--- src/rtl/fmst_pkg.sv ---
`timescale 1ns / 1ps

package fmst_pkg;

	// Cluster geometry limits
	localparam int MAX_SLOTS = 512;
	localparam int MAX_DIM   = 20;

	// Field widths
	localparam int SEQ_W      = 16;
	localparam int PT_W       = 7;
	localparam int DIM_W      = 5;
	localparam int REQ_W      = 2;
	localparam int OUT_SLOT_W = 9;
	localparam int MISS_W     = 9;
	localparam int CFG_IDX_W  = 3;
	localparam int CFG_DATA_W = 16;

	// Slot map organization: words of WORD_W bits in a small RAM
	localparam int WORD_W  = 32;
	localparam int WB      = $clog2(WORD_W);
	localparam int WORDS   = MAX_SLOTS / WORD_W;
	localparam int ADDR_W  = $clog2(WORDS);
	localparam int SLOT_W  = $clog2(MAX_SLOTS);
	localparam int SCAN_W  = SLOT_W + 1;
	localparam int CNT_W   = $clog2(MAX_DIM * MAX_DIM + 1);
	localparam int LEN_W   = DIM_W + 1;
	localparam int LANE_W  = DIM_W + LEN_W;
	localparam int PROD_W  = 2 * DIM_W;
	// Widest slot: quotient times row length plus column count
	localparam int SLOT_FULL_W = SEQ_W + LEN_W;

	// Request codes
	localparam logic [REQ_W-1:0] REQ_INSERT = 2'd0;
	localparam logic [REQ_W-1:0] REQ_QUERY  = 2'd1;
	localparam logic [REQ_W-1:0] REQ_CLEAR  = 2'd2;

	// Configuration register indexes
	localparam logic [CFG_IDX_W-1:0] CFG_BASE_SEQ = 3'd0;
	localparam logic [CFG_IDX_W-1:0] CFG_ROWS     = 3'd1;
	localparam logic [CFG_IDX_W-1:0] CFG_COLUMNS  = 3'd2;
	localparam logic [CFG_IDX_W-1:0] CFG_COL_FEC  = 3'd3;
	localparam logic [CFG_IDX_W-1:0] CFG_ROW_FEC  = 3'd4;

	// Divider request and response
	typedef struct packed {
		logic             start;
		logic [SEQ_W-1:0] dividend;
		logic [DIM_W-1:0] divisor;
	} div_req_t;

	typedef struct packed {
		logic             done;
		logic [SEQ_W-1:0] quotient;
	} div_rsp_t;

	// Saturate a dimension to 1..MAX_DIM
	function automatic logic [DIM_W-1:0] clamp_dim(input logic [DIM_W-1:0] v);
		logic [DIM_W-1:0] r;
		if (v == '0)
			r = DIM_W'(1);
		else if (v > DIM_W'(MAX_DIM))
			r = DIM_W'(MAX_DIM);
		else
			r = v;
		return r;
	endfunction

endpackage

--- src/rtl/fmst_ram.sv ---
`timescale 1ns / 1ps

module fmst_ram #(
	parameter int WIDTH = 32,
	parameter int DEPTH = 16,
	localparam int AW = $clog2(DEPTH)
) (
	input  logic             clk,
	input  logic             we,
	input  logic [AW-1:0]    waddr,
	input  logic [WIDTH-1:0] wdata,
	input  logic [AW-1:0]    raddr,
	output logic [WIDTH-1:0] rdata
);

	logic [WIDTH-1:0] mem [DEPTH];

	// Write port and registered read port
	always_ff @(posedge clk) begin
		if (we)
			mem[waddr] <= wdata;
		rdata <= mem[raddr];
	end

endmodule

--- src/rtl/fmst_div.sv ---
`timescale 1ns / 1ps

module fmst_div (
	input  logic              clk,
	input  logic              arst_n,
	input  fmst_pkg::div_req_t req,
	output fmst_pkg::div_rsp_t rsp
);
	import fmst_pkg::*;

	localparam int STEP_W = $clog2(SEQ_W);

	logic              busy_q;
	logic              done_q;
	logic [STEP_W-1:0] step_q;
	logic [DIM_W-1:0]  rem_q;
	logic [DIM_W-1:0]  dsr_q;
	logic [SEQ_W-1:0]  quo_q;

	logic [DIM_W:0]    trial;
	logic              fits;

	// One restoring step: bring down the next dividend bit
	always_comb begin
		trial = {rem_q, quo_q[SEQ_W-1]};
		fits  = trial >= {1'b0, dsr_q};
	end

	always_ff @(posedge clk or negedge arst_n) begin
		if (!arst_n) begin
			busy_q <= 1'b0;
			done_q <= 1'b0;
			step_q <= '0;
			rem_q  <= '0;
			dsr_q  <= '0;
			quo_q  <= '0;
		end else begin
			done_q <= 1'b0;
			if (req.start) begin
				busy_q <= 1'b1;
				step_q <= '0;
				rem_q  <= '0;
				dsr_q  <= req.divisor;
				quo_q  <= req.dividend;
			end else if (busy_q) begin
				// Shift one quotient bit in per cycle
				rem_q <= fits ? DIM_W'(trial - {1'b0, dsr_q}) : trial[DIM_W-1:0];
				quo_q <= {quo_q[SEQ_W-2:0], fits};
				step_q <= step_q + STEP_W'(1);
				if (step_q == STEP_W'(SEQ_W - 1)) begin
					busy_q <= 1'b0;
					done_q <= 1'b1;
				end
			end
		end
	end

	assign rsp.done     = done_q;
	assign rsp.quotient = quo_q;

endmodule

--- src/rtl/fec_matrix_slot_tracker_top.sv ---
`timescale 1ns / 1ps
// Channel   Handshake            Payload
// input     in_valid / in_ready  req_type, payload_type, seq_num, fec_base
// output    out_valid / out_ready slot_index, out_of_range, in_cluster,
//                                missing_count, all_present, none_present
// config    cfg_we               cfg_index, cfg_data
//
// A query or clear goes from the start state straight to done; an insert adds
// a bit-serial divide by the column count (16 steps), then slot, check and
// read-modify-write of one map word, skipped for an out-of-range slot.
// After a write to rows or columns the next item first recounts present media
// slots, one 32-slot word at a time, over rows*(columns+1) slots. Reset clears
// the per-word valid flags at once, so no clearing pass is needed. in_ready is
// high only between items; a result waiting on out_ready holds the sequencer.

module fec_matrix_slot_tracker_top (
	input  logic                                clk,
	input  logic                                arst_n,
	// input channel
	input  logic                                in_valid,
	output logic                                in_ready,
	input  logic [fmst_pkg::REQ_W-1:0]          req_type,
	input  logic [fmst_pkg::PT_W-1:0]           payload_type,
	input  logic [fmst_pkg::SEQ_W-1:0]          seq_num,
	input  logic [fmst_pkg::SEQ_W-1:0]          fec_base,
	// output channel
	output logic                                out_valid,
	input  logic                                out_ready,
	output logic [fmst_pkg::OUT_SLOT_W-1:0]     slot_index,
	output logic                                out_of_range,
	output logic                                in_cluster,
	output logic [fmst_pkg::MISS_W-1:0]         missing_count,
	output logic                                all_present,
	output logic                                none_present,
	// configuration
	input  logic                                cfg_we,
	input  logic [fmst_pkg::CFG_IDX_W-1:0]      cfg_index,
	input  logic [fmst_pkg::CFG_DATA_W-1:0]     cfg_data
);
	import fmst_pkg::*;

	typedef enum logic [3:0] {
		S_IDLE,
		S_SCAN_RD,
		S_SCAN_LD,
		S_SCAN_BIT,
		S_START,
		S_DIV,
		S_SLOT,
		S_CHECK,
		S_UPDATE,
		S_DONE
	} state_t;

	typedef enum logic [1:0] {
		KIND_ROW,
		KIND_COL,
		KIND_MEDIA
	} kind_t;

	// Configuration registers
	logic [SEQ_W-1:0] base_q;
	logic [DIM_W-1:0] rows_q;
	logic [DIM_W-1:0] cols_q;
	logic [PT_W-1:0]  col_fec_q;
	logic [PT_W-1:0]  row_fec_q;

	// Sequencer state
	state_t             state_q;
	kind_t              kind_q;
	logic               dirty_q;
	logic [REQ_W-1:0]   req_q;
	logic [PT_W-1:0]    pt_q;
	logic [SEQ_W-1:0]   seq_q;
	logic [SEQ_W-1:0]   fb_q;
	logic [SEQ_W-1:0]   d_q;
	logic [SLOT_FULL_W-1:0] slot_q;
	logic               oor_q;
	logic [CNT_W-1:0]   media_cnt_q;
	logic [WORDS-1:0]   row_vld_q;
	logic [SCAN_W-1:0]  scan_s_q;
	logic [DIM_W-1:0]   col_q;
	logic [WORD_W-1:0]  word_q;

	// Output registers
	logic                  out_valid_q;
	logic [OUT_SLOT_W-1:0] slot_index_q;
	logic                  oor_out_q;
	logic                  in_cluster_q;
	logic [MISS_W-1:0]     missing_q;
	logic                  all_q;
	logic                  none_q;

	// Geometry
	logic [DIM_W-1:0]  r_dim;
	logic [DIM_W-1:0]  c_dim;
	logic [LEN_W-1:0]  row_len;
	logic [PROD_W-1:0] media_prod;
	logic [CNT_W-1:0]  media_total;
	logic [LANE_W-1:0] lane_prod;
	logic [LANE_W-1:0] slot_total;
	logic [SCAN_W-1:0] scan_lim;

	// Datapath
	logic              is_row;
	logic              is_col;
	logic [SEQ_W-1:0]  d_val;
	logic [SLOT_FULL_W-1:0] slot_val;
	logic              slot_oor;
	logic [ADDR_W-1:0] slot_addr;
	logic [WB-1:0]     slot_bit;
	logic [ADDR_W-1:0] scan_addr;
	logic [WORD_W-1:0] cur_word;
	logic              old_bit;
	logic              media_hit;
	logic [SEQ_W-1:0]  probe;

	// RAM and divider connections
	logic              ram_we;
	logic [ADDR_W-1:0] ram_raddr;
	logic [WORD_W-1:0] ram_wdata;
	logic [WORD_W-1:0] ram_rdata;
	div_req_t          div_req;
	div_rsp_t          div_rsp;

	// Take configuration writes
	always_ff @(posedge clk or negedge arst_n) begin
		if (!arst_n) begin
			base_q    <= '0;
			rows_q    <= DIM_W'(4);
			cols_q    <= DIM_W'(4);
			col_fec_q <= PT_W'(96);
			row_fec_q <= PT_W'(97);
		end else if (cfg_we) begin
			unique case (cfg_index)
				CFG_BASE_SEQ: base_q    <= cfg_data[SEQ_W-1:0];
				CFG_ROWS:     rows_q    <= cfg_data[DIM_W-1:0];
				CFG_COLUMNS:  cols_q    <= cfg_data[DIM_W-1:0];
				CFG_COL_FEC:  col_fec_q <= cfg_data[PT_W-1:0];
				CFG_ROW_FEC:  row_fec_q <= cfg_data[PT_W-1:0];
				default: ;
			endcase
		end
	end

	// Derive cluster geometry
	always_comb begin
		r_dim       = clamp_dim(rows_q);
		c_dim       = clamp_dim(cols_q);
		row_len     = LEN_W'(c_dim) + LEN_W'(1);
		media_prod  = PROD_W'(r_dim) * PROD_W'(c_dim);
		media_total = CNT_W'(media_prod);
		lane_prod   = LANE_W'(r_dim) * LANE_W'(row_len);
		slot_total  = lane_prod + LANE_W'(c_dim);
		if (lane_prod > LANE_W'(MAX_SLOTS))
			scan_lim = SCAN_W'(MAX_SLOTS);
		else
			scan_lim = SCAN_W'(lane_prod);
	end

	// Classify packet and form offsets and slot
	always_comb begin
		is_row = pt_q == row_fec_q;
		is_col = !is_row && (pt_q == col_fec_q);
		d_val  = ((is_row || is_col) ? fb_q : seq_q) - base_q;
		unique case (kind_q)
			KIND_ROW:
				slot_val = SLOT_FULL_W'(div_rsp.quotient) * SLOT_FULL_W'(row_len)
					+ SLOT_FULL_W'(c_dim);
			KIND_COL:
				slot_val = SLOT_FULL_W'(d_q) + SLOT_FULL_W'(lane_prod);
			default:
				slot_val = SLOT_FULL_W'(d_q) + SLOT_FULL_W'(div_rsp.quotient);
		endcase
		slot_oor  = (slot_q >= SLOT_FULL_W'(slot_total))
			|| (slot_q >= SLOT_FULL_W'(MAX_SLOTS));
		slot_addr = slot_q[SLOT_W-1:WB];
		slot_bit  = slot_q[WB-1:0];
		scan_addr = scan_s_q[SLOT_W-1:WB];
		cur_word  = row_vld_q[slot_addr] ? ram_rdata : '0;
		old_bit   = cur_word[slot_bit];
		media_hit = (kind_q == KIND_MEDIA) && (d_q < SEQ_W'(media_total));
		probe     = seq_q - base_q;
	end

	// Drive map RAM and divider
	always_comb begin
		ram_we           = state_q == S_UPDATE;
		ram_raddr        = (state_q == S_SCAN_RD) ? scan_addr : slot_addr;
		ram_wdata        = cur_word | (WORD_W'(1) << slot_bit);
		div_req.start    = (state_q == S_START) && (req_q == REQ_INSERT);
		div_req.dividend = d_val;
		div_req.divisor  = c_dim;
	end

	fmst_ram #(
		.WIDTH(WORD_W),
		.DEPTH(WORDS)
	) u_map (
		.clk  (clk),
		.we   (ram_we),
		.waddr(slot_addr),
		.wdata(ram_wdata),
		.raddr(ram_raddr),
		.rdata(ram_rdata)
	);

	fmst_div u_div (
		.clk   (clk),
		.arst_n(arst_n),
		.req   (div_req),
		.rsp   (div_rsp)
	);

	// Sequencer
	always_ff @(posedge clk or negedge arst_n) begin
		if (!arst_n) begin
			state_q      <= S_IDLE;
			kind_q       <= KIND_MEDIA;
			dirty_q      <= 1'b0;
			req_q        <= '0;
			pt_q         <= '0;
			seq_q        <= '0;
			fb_q         <= '0;
			d_q          <= '0;
			slot_q       <= '0;
			oor_q        <= 1'b0;
			media_cnt_q  <= '0;
			row_vld_q    <= '0;
			scan_s_q     <= '0;
			col_q        <= '0;
			word_q       <= '0;
			out_valid_q  <= 1'b0;
			slot_index_q <= '0;
			oor_out_q    <= 1'b0;
			in_cluster_q <= 1'b0;
			missing_q    <= '0;
			all_q        <= 1'b0;
			none_q       <= 1'b0;
		end else begin
			// Retire an output transfer unless a new result replaces it
			if (out_valid_q && out_ready && state_q != S_DONE)
				out_valid_q <= 1'b0;
			// Mark the media count stale on a geometry change
			if (cfg_we && (cfg_index == CFG_ROWS || cfg_index == CFG_COLUMNS))
				dirty_q <= 1'b1;

			unique case (state_q)
				S_IDLE: begin
					if (in_valid) begin
						req_q <= req_type;
						pt_q  <= payload_type;
						seq_q <= seq_num;
						fb_q  <= fec_base;
						if (dirty_q) begin
							scan_s_q    <= '0;
							col_q       <= '0;
							media_cnt_q <= '0;
							state_q     <= S_SCAN_RD;
						end else begin
							state_q <= S_START;
						end
					end
				end
				S_SCAN_RD: state_q <= S_SCAN_LD;
				S_SCAN_LD: begin
					word_q  <= row_vld_q[scan_addr] ? ram_rdata : '0;
					state_q <= S_SCAN_BIT;
				end
				S_SCAN_BIT: begin
					// Count one slot, skipping row-FEC positions
					if (word_q[0] && col_q != c_dim)
						media_cnt_q <= media_cnt_q + CNT_W'(1);
					word_q   <= word_q >> 1;
					col_q    <= (col_q == c_dim) ? '0 : col_q + DIM_W'(1);
					scan_s_q <= scan_s_q + SCAN_W'(1);
					if (scan_s_q + SCAN_W'(1) == scan_lim) begin
						dirty_q <= 1'b0;
						state_q <= S_START;
					end else if (scan_s_q[WB-1:0] == '1) begin
						state_q <= S_SCAN_RD;
					end
				end
				S_START: begin
					slot_q <= '0;
					oor_q  <= 1'b0;
					d_q    <= d_val;
					kind_q <= is_row ? KIND_ROW : (is_col ? KIND_COL : KIND_MEDIA);
					unique case (req_q)
						REQ_INSERT: state_q <= S_DIV;
						REQ_CLEAR: begin
							row_vld_q   <= '0;
							media_cnt_q <= '0;
							state_q     <= S_DONE;
						end
						default: state_q <= S_DONE;
					endcase
				end
				S_DIV: begin
					if (div_rsp.done)
						state_q <= S_SLOT;
				end
				S_SLOT: begin
					slot_q  <= slot_val;
					state_q <= S_CHECK;
				end
				S_CHECK: begin
					oor_q   <= slot_oor;
					state_q <= slot_oor ? S_DONE : S_UPDATE;
				end
				S_UPDATE: begin
					// Set the slot bit; count a newly present media slot
					row_vld_q[slot_addr] <= 1'b1;
					if (!old_bit && media_hit)
						media_cnt_q <= media_cnt_q + CNT_W'(1);
					state_q <= S_DONE;
				end
				S_DONE: begin
					if (!out_valid_q || out_ready) begin
						out_valid_q  <= 1'b1;
						slot_index_q <= slot_q[OUT_SLOT_W-1:0];
						oor_out_q    <= oor_q;
						in_cluster_q <= probe < SEQ_W'(media_total);
						missing_q    <= MISS_W'(media_total - media_cnt_q);
						all_q        <= media_cnt_q == media_total;
						none_q       <= media_cnt_q == '0;
						state_q      <= S_IDLE;
					end
				end
				default: state_q <= S_IDLE;
			endcase
		end
	end

	assign in_ready      = state_q == S_IDLE;
	assign out_valid     = out_valid_q;
	assign slot_index    = slot_index_q;
	assign out_of_range  = oor_out_q;
	assign in_cluster    = in_cluster_q;
	assign missing_count = missing_q;
	assign all_present   = all_q;
	assign none_present  = none_q;

`ifndef SYNTH
	// A clean count never exceeds the media slots of the geometry
	a_count_bound: assert property (@(posedge clk) disable iff (!arst_n)
		(state_q == S_IDLE && !dirty_q) |-> (media_cnt_q <= media_total))
		else $error("media count above media total");

	// The divider finishes only while the sequencer waits for it
	a_div_done: assert property (@(posedge clk) disable iff (!arst_n)
		div_rsp.done |-> (state_q == S_DIV))
		else $error("divider done outside divide state");

	// The map is written only for an in-range slot
	a_map_write: assert property (@(posedge clk) disable iff (!arst_n)
		ram_we |-> (!oor_q && slot_q < SLOT_FULL_W'(MAX_SLOTS)))
		else $error("map write for out-of-range slot");
`endif

endmodule

--- config.mk ---
export PLATFORM = sky130hd
export DESIGN_NAME = fec_matrix_slot_tracker_top
export DESIGN_NICKNAME = d
export VERILOG_FILES = /design/src/rtl/fmst_pkg.sv /design/src/rtl/fmst_ram.sv /design/src/rtl/fmst_div.sv /design/src/rtl/fec_matrix_slot_tracker_top.sv
export SDC_FILE = /design/constraint.sdc
export NUM_CORES = 2
export LEC_CHECK = 0
export ABC_AREA = 0
export ABC_CLOCK_PERIOD_IN_PS = 9440
export BUFFER_PORTS_ARGS = -buffer_cell sky130_fd_sc_hd__buf_2
export CAP_MARGIN = 10
export CORE_AREA = 3 3 212 318
export CTS_CLUSTER_SIZE = 25
export DETAILED_ROUTE_END_ITERATION = 16
export DIE_AREA = 0 0 215 321
export PLACE_DENSITY = 0.77
export SLEW_MARGIN = 30
export SYNTH_ARGS = -nofsm -noshare
export SYNTH_HDL_FRONTEND = slang
export SYNTH_SLANG_ARGS = --single-unit
--- constraint.sdc ---
create_clock -name clk -period 9.44 [get_ports clk]
set_input_delay 1.888 -clock clk [delete_from_list [all_inputs] [get_ports clk]]
set_output_delay 1.888 -clock clk [all_outputs]
set_load 0.03 [all_outputs]
==> results.md <==
* Detail Route Antenna Nets at 0
* Post-synth top area share at 0.377
* RSZ-0062 raised after global routing: false
* Total CTS buffers at 74
* Post-synthesis simple-gate area fraction at 0.0949
* DR vias/cell at 6.39
* Post-synth EDFFs at 512
* Routed len/inst at 25.2 um
* Crit path kind: reg -> reg
* Clock Pin Slew Worst Setup and Hold Paths at 0.07 ns
* Adder-Cell Fraction of Synth Area at 0.0977
* Ys Warns at 0
* Post-Synthesis Cells at 3,235
* # setup viols final at 0
* Post-layout nets at 3,663
* Ant diodes at 0
* Overall Global Routing Usage at 0.315
* Final Max Slew Viols at 0
* CTS Root Cell: clkbuf_16
* Routability congestion estimate at 0.981
* Worst Path Arrival at 8.06 ns
* Die Ht at 321 um
* Run status: completed
* Power density cells at 410 nW/um^2
* Final period util at 0.797
* Leak Pwr at 17.9 nW
* CP endpoint kind: flip-flop
* Initial antenna violation count at 0
* Slowest CP cell: ha_1
* Worst-margin pin slew at 0.969 ns
* Peak VDD IR at 0.285 mV
* Top post-synthesis cells by count: edfxtp_1, nand2_1, dfrtp_1, inv_1, nor2_1
* Worst Skew at 0.0197 ns
* Mux cell area share after synthesis at 0.111
* Fmax at 0.133 GHz
* CP max stage delay at 0.82 ns
* Final WL at 107,000 um
* Min-Delay Path Class: reg -> reg
* Worst skew pair latency at 0.65 ns
* Mapped Avg Cell Area at 12.6 sq um
* Io pins at 89
* CP max FO at 21
* Die area at 69,000 sq um
* Vias at 27,200
* Fin crit period at 7.53 ns
* Synthesized cell area at 40,800 sq um
* Share of cells above drive strength 1 at 0.167
* Rel. slew slack at 0.354
* H-tree depth at 3
* CTS tree: yes
* Place WS at 1.93 ns
* Clock sinks at 798
* Largest area contributor in the netlist: edfxtp_1
* Flops & latches, synth at 798
* Final Non-Filler Cells at 4,258
* Rows at 114
* Share of synthesized flip-flops with an asynchronous set or reset at 0.318
* Core Region at 64,600 sq um
* Post_cts resized at 0
* Main combinational cell family by area after synthesis: multiplexers
* Post-route setup slack at 1.91 ns
* Largest net degree at the start of global routing at 167
* Xor and xnor fraction of the mapped netlist area at 0.0255
* Cell with the most instances after synthesis: edfxtp_1
* Hpwl dp at 69,100 um
* Prevailing post-synth register cell: edfxtp_1
* Hold Fails Final Rpt at 0
* Placed Cells incl. Taps at 4,123
* Max Buffers Root-to-Sink at 3
* Initial core utilization at 0.632
* # hold bufs at CTS at 0
* GRT Residual Overflow at 0
* Drt first-iter violations at 2,386
* 1st-pass router iterations at 6
* Complex-gate fraction of the synthesized area at 0.0901
* Port bufs at 88
* Syn-to-layout area delta at 10.5%
* DRC at 0
* Crit path required time at 9.98 ns
* Netlist cell types at 74
* Max-cap violation count at 0
* First-pass GRT wire length at 166,000 um
* Hold_ws at 0.478 ns
* Vias in the first global route at 28,800
* Seq/Total Area, Yosys at 0.548
* Post-CTS setup buffers at 0
* Setup crit start kind: flip-flop
* Synth area leaders: edfxtp_1, dfrtp_1, mux4_2
* Die width at 215 um
* Final setup TNS at 0 ns
-- metal layers --
layer	wire length, um	part of all wire	up-vias	GRT usage
li1	-	-	11900	-
met1	36600	0.34	13600	0.347
met2	56900	0.53	1254	0.571
met3	6580	0.061	410	0.0477
met4	7380	0.069	0	0.200
met5	0	0	-	0
-- path summary, 6_finish.rpt --
check / from / endpoint / slack [ns] / depth (start not counted)
worst max-delay path: cols_q[2]$_DFFE_PN1P_ / oor_q$_DFFE_PN0P_ / 1.91 / 25
worst min-delay path: missing_count[6]$_DFFE_PN0P_ / missing_count[6]$_DFFE_PN0P_ / 0.48 / 2
worst max register to register: cols_q[2]$_DFFE_PN1P_ / oor_q$_DFFE_PN0P_ / 1.91 / 25
worst min register to register: missing_count[6]$_DFFE_PN0P_ / missing_count[6]$_DFFE_PN0P_ / 0.48 / 2
max in group asynchronous: arst_n / missing_count[0]$_DFFE_PN0P_ / 6.72 / 3
min in group asynchronous: arst_n / slot_q[15]$_DFFE_PN0P_ / 1.25 / 1
-- registers in the layout (all words and copies together) (netlist names), 10 cells and up --
name and cells:
u_map.mem 512, u_map.rdata 32, word_q 32, slot_q 22, base_q 16, d_q 16, fb_q 16, row_vld_q 16
seq_q 16, u_div.quo_q 16, scan_s_q 10
-- power breakdown --
group	leakage [nW]	internal (mW)	switching, mW
combinational	8.51	4.18	5.95
sequential	8.12	4.58	0.654
clock	1.23	1.78	1.36
total	17.9	10.5	7.96
-- kinds of logic after synthesis --
family | Yosys count
AO/OA/AOI/OAI | 587
flip-flops | 798
other | 2
multiplexers | 262
buffers and inverters | 340
adder cells (fa/ha/maj) | 268
XOR/XNOR | 119
AND/OR/NAND/NOR | 859
-- cell usage in the layout, fill, tap and decap left out, drive strengths merged, types with 30 or more instances in the layout --
| master | synthesis | final |
|---|---|---|
| clkbuf | 114 | 97 |
| mux4 | 144 | 144 |
| a21oi | 154 | 154 |
| xor2 | 54 | 54 |
| xnor2 | 65 | 65 |
| nor2 | 189 | 189 |
| dfrtp | 246 | 246 |
| dfxtp | 32 | 32 |
| a211oi | 50 | 50 |
| a31oi | 47 | 47 |
| o21ai | 161 | 161 |
| o21a | 30 | 30 |
| mux2 | 98 | 98 |
| nand2 | 373 | 373 |
| and2 | 65 | 65 |
| nor2b | 37 | 37 |
| nor3 | 50 | 50 |
| ha | 183 | 183 |
| inv | 189 | 196 |
| buf | 37 | 149 |
| fa | 85 | 85 |
| nand3 | 41 | 41 |
| edfxtp | 512 | 512 |
-- critical path: cells and delay by family (launching register included) --
kind                       cells  cell delay, ns
adders and majority gates      7            3.26
AOI/OAI and AO/OA              8            1.76
and+or+nand+nor                4            0.81
DFF                            1            0.62
xor gates and xnor gates       2            0.57
buffers and inverters          4            0.38
-- through the flow --
| stage | util | cell area [sq um] | power, mW |
|---|---|---|---|
| final | 0.698 | 45100 | 18.5 |
| after CTS | 0.698 | 45100 | 18.5 |
| after global routing | 0.698 | 45100 | 19.8 |
| after floorplan | - | 40900 | 12.5 |
| after detailed placement | 0.658 | 42500 | 15.3 |
| after global placement | 0.658 | 42500 | 14.9 |
-- final cells by class --
class	instances	area [sq um]
Multi-Input combinational cell	2118	17400
Inverter	189	709
Fill cell	4339	19500
Tap cell	870	1090
Clock buffer	97	2050
Sequential cell	798	22400
Timing Repair Buffer	149	953
Clock inverter	37	495
Power figures use the tool's default switching activity.
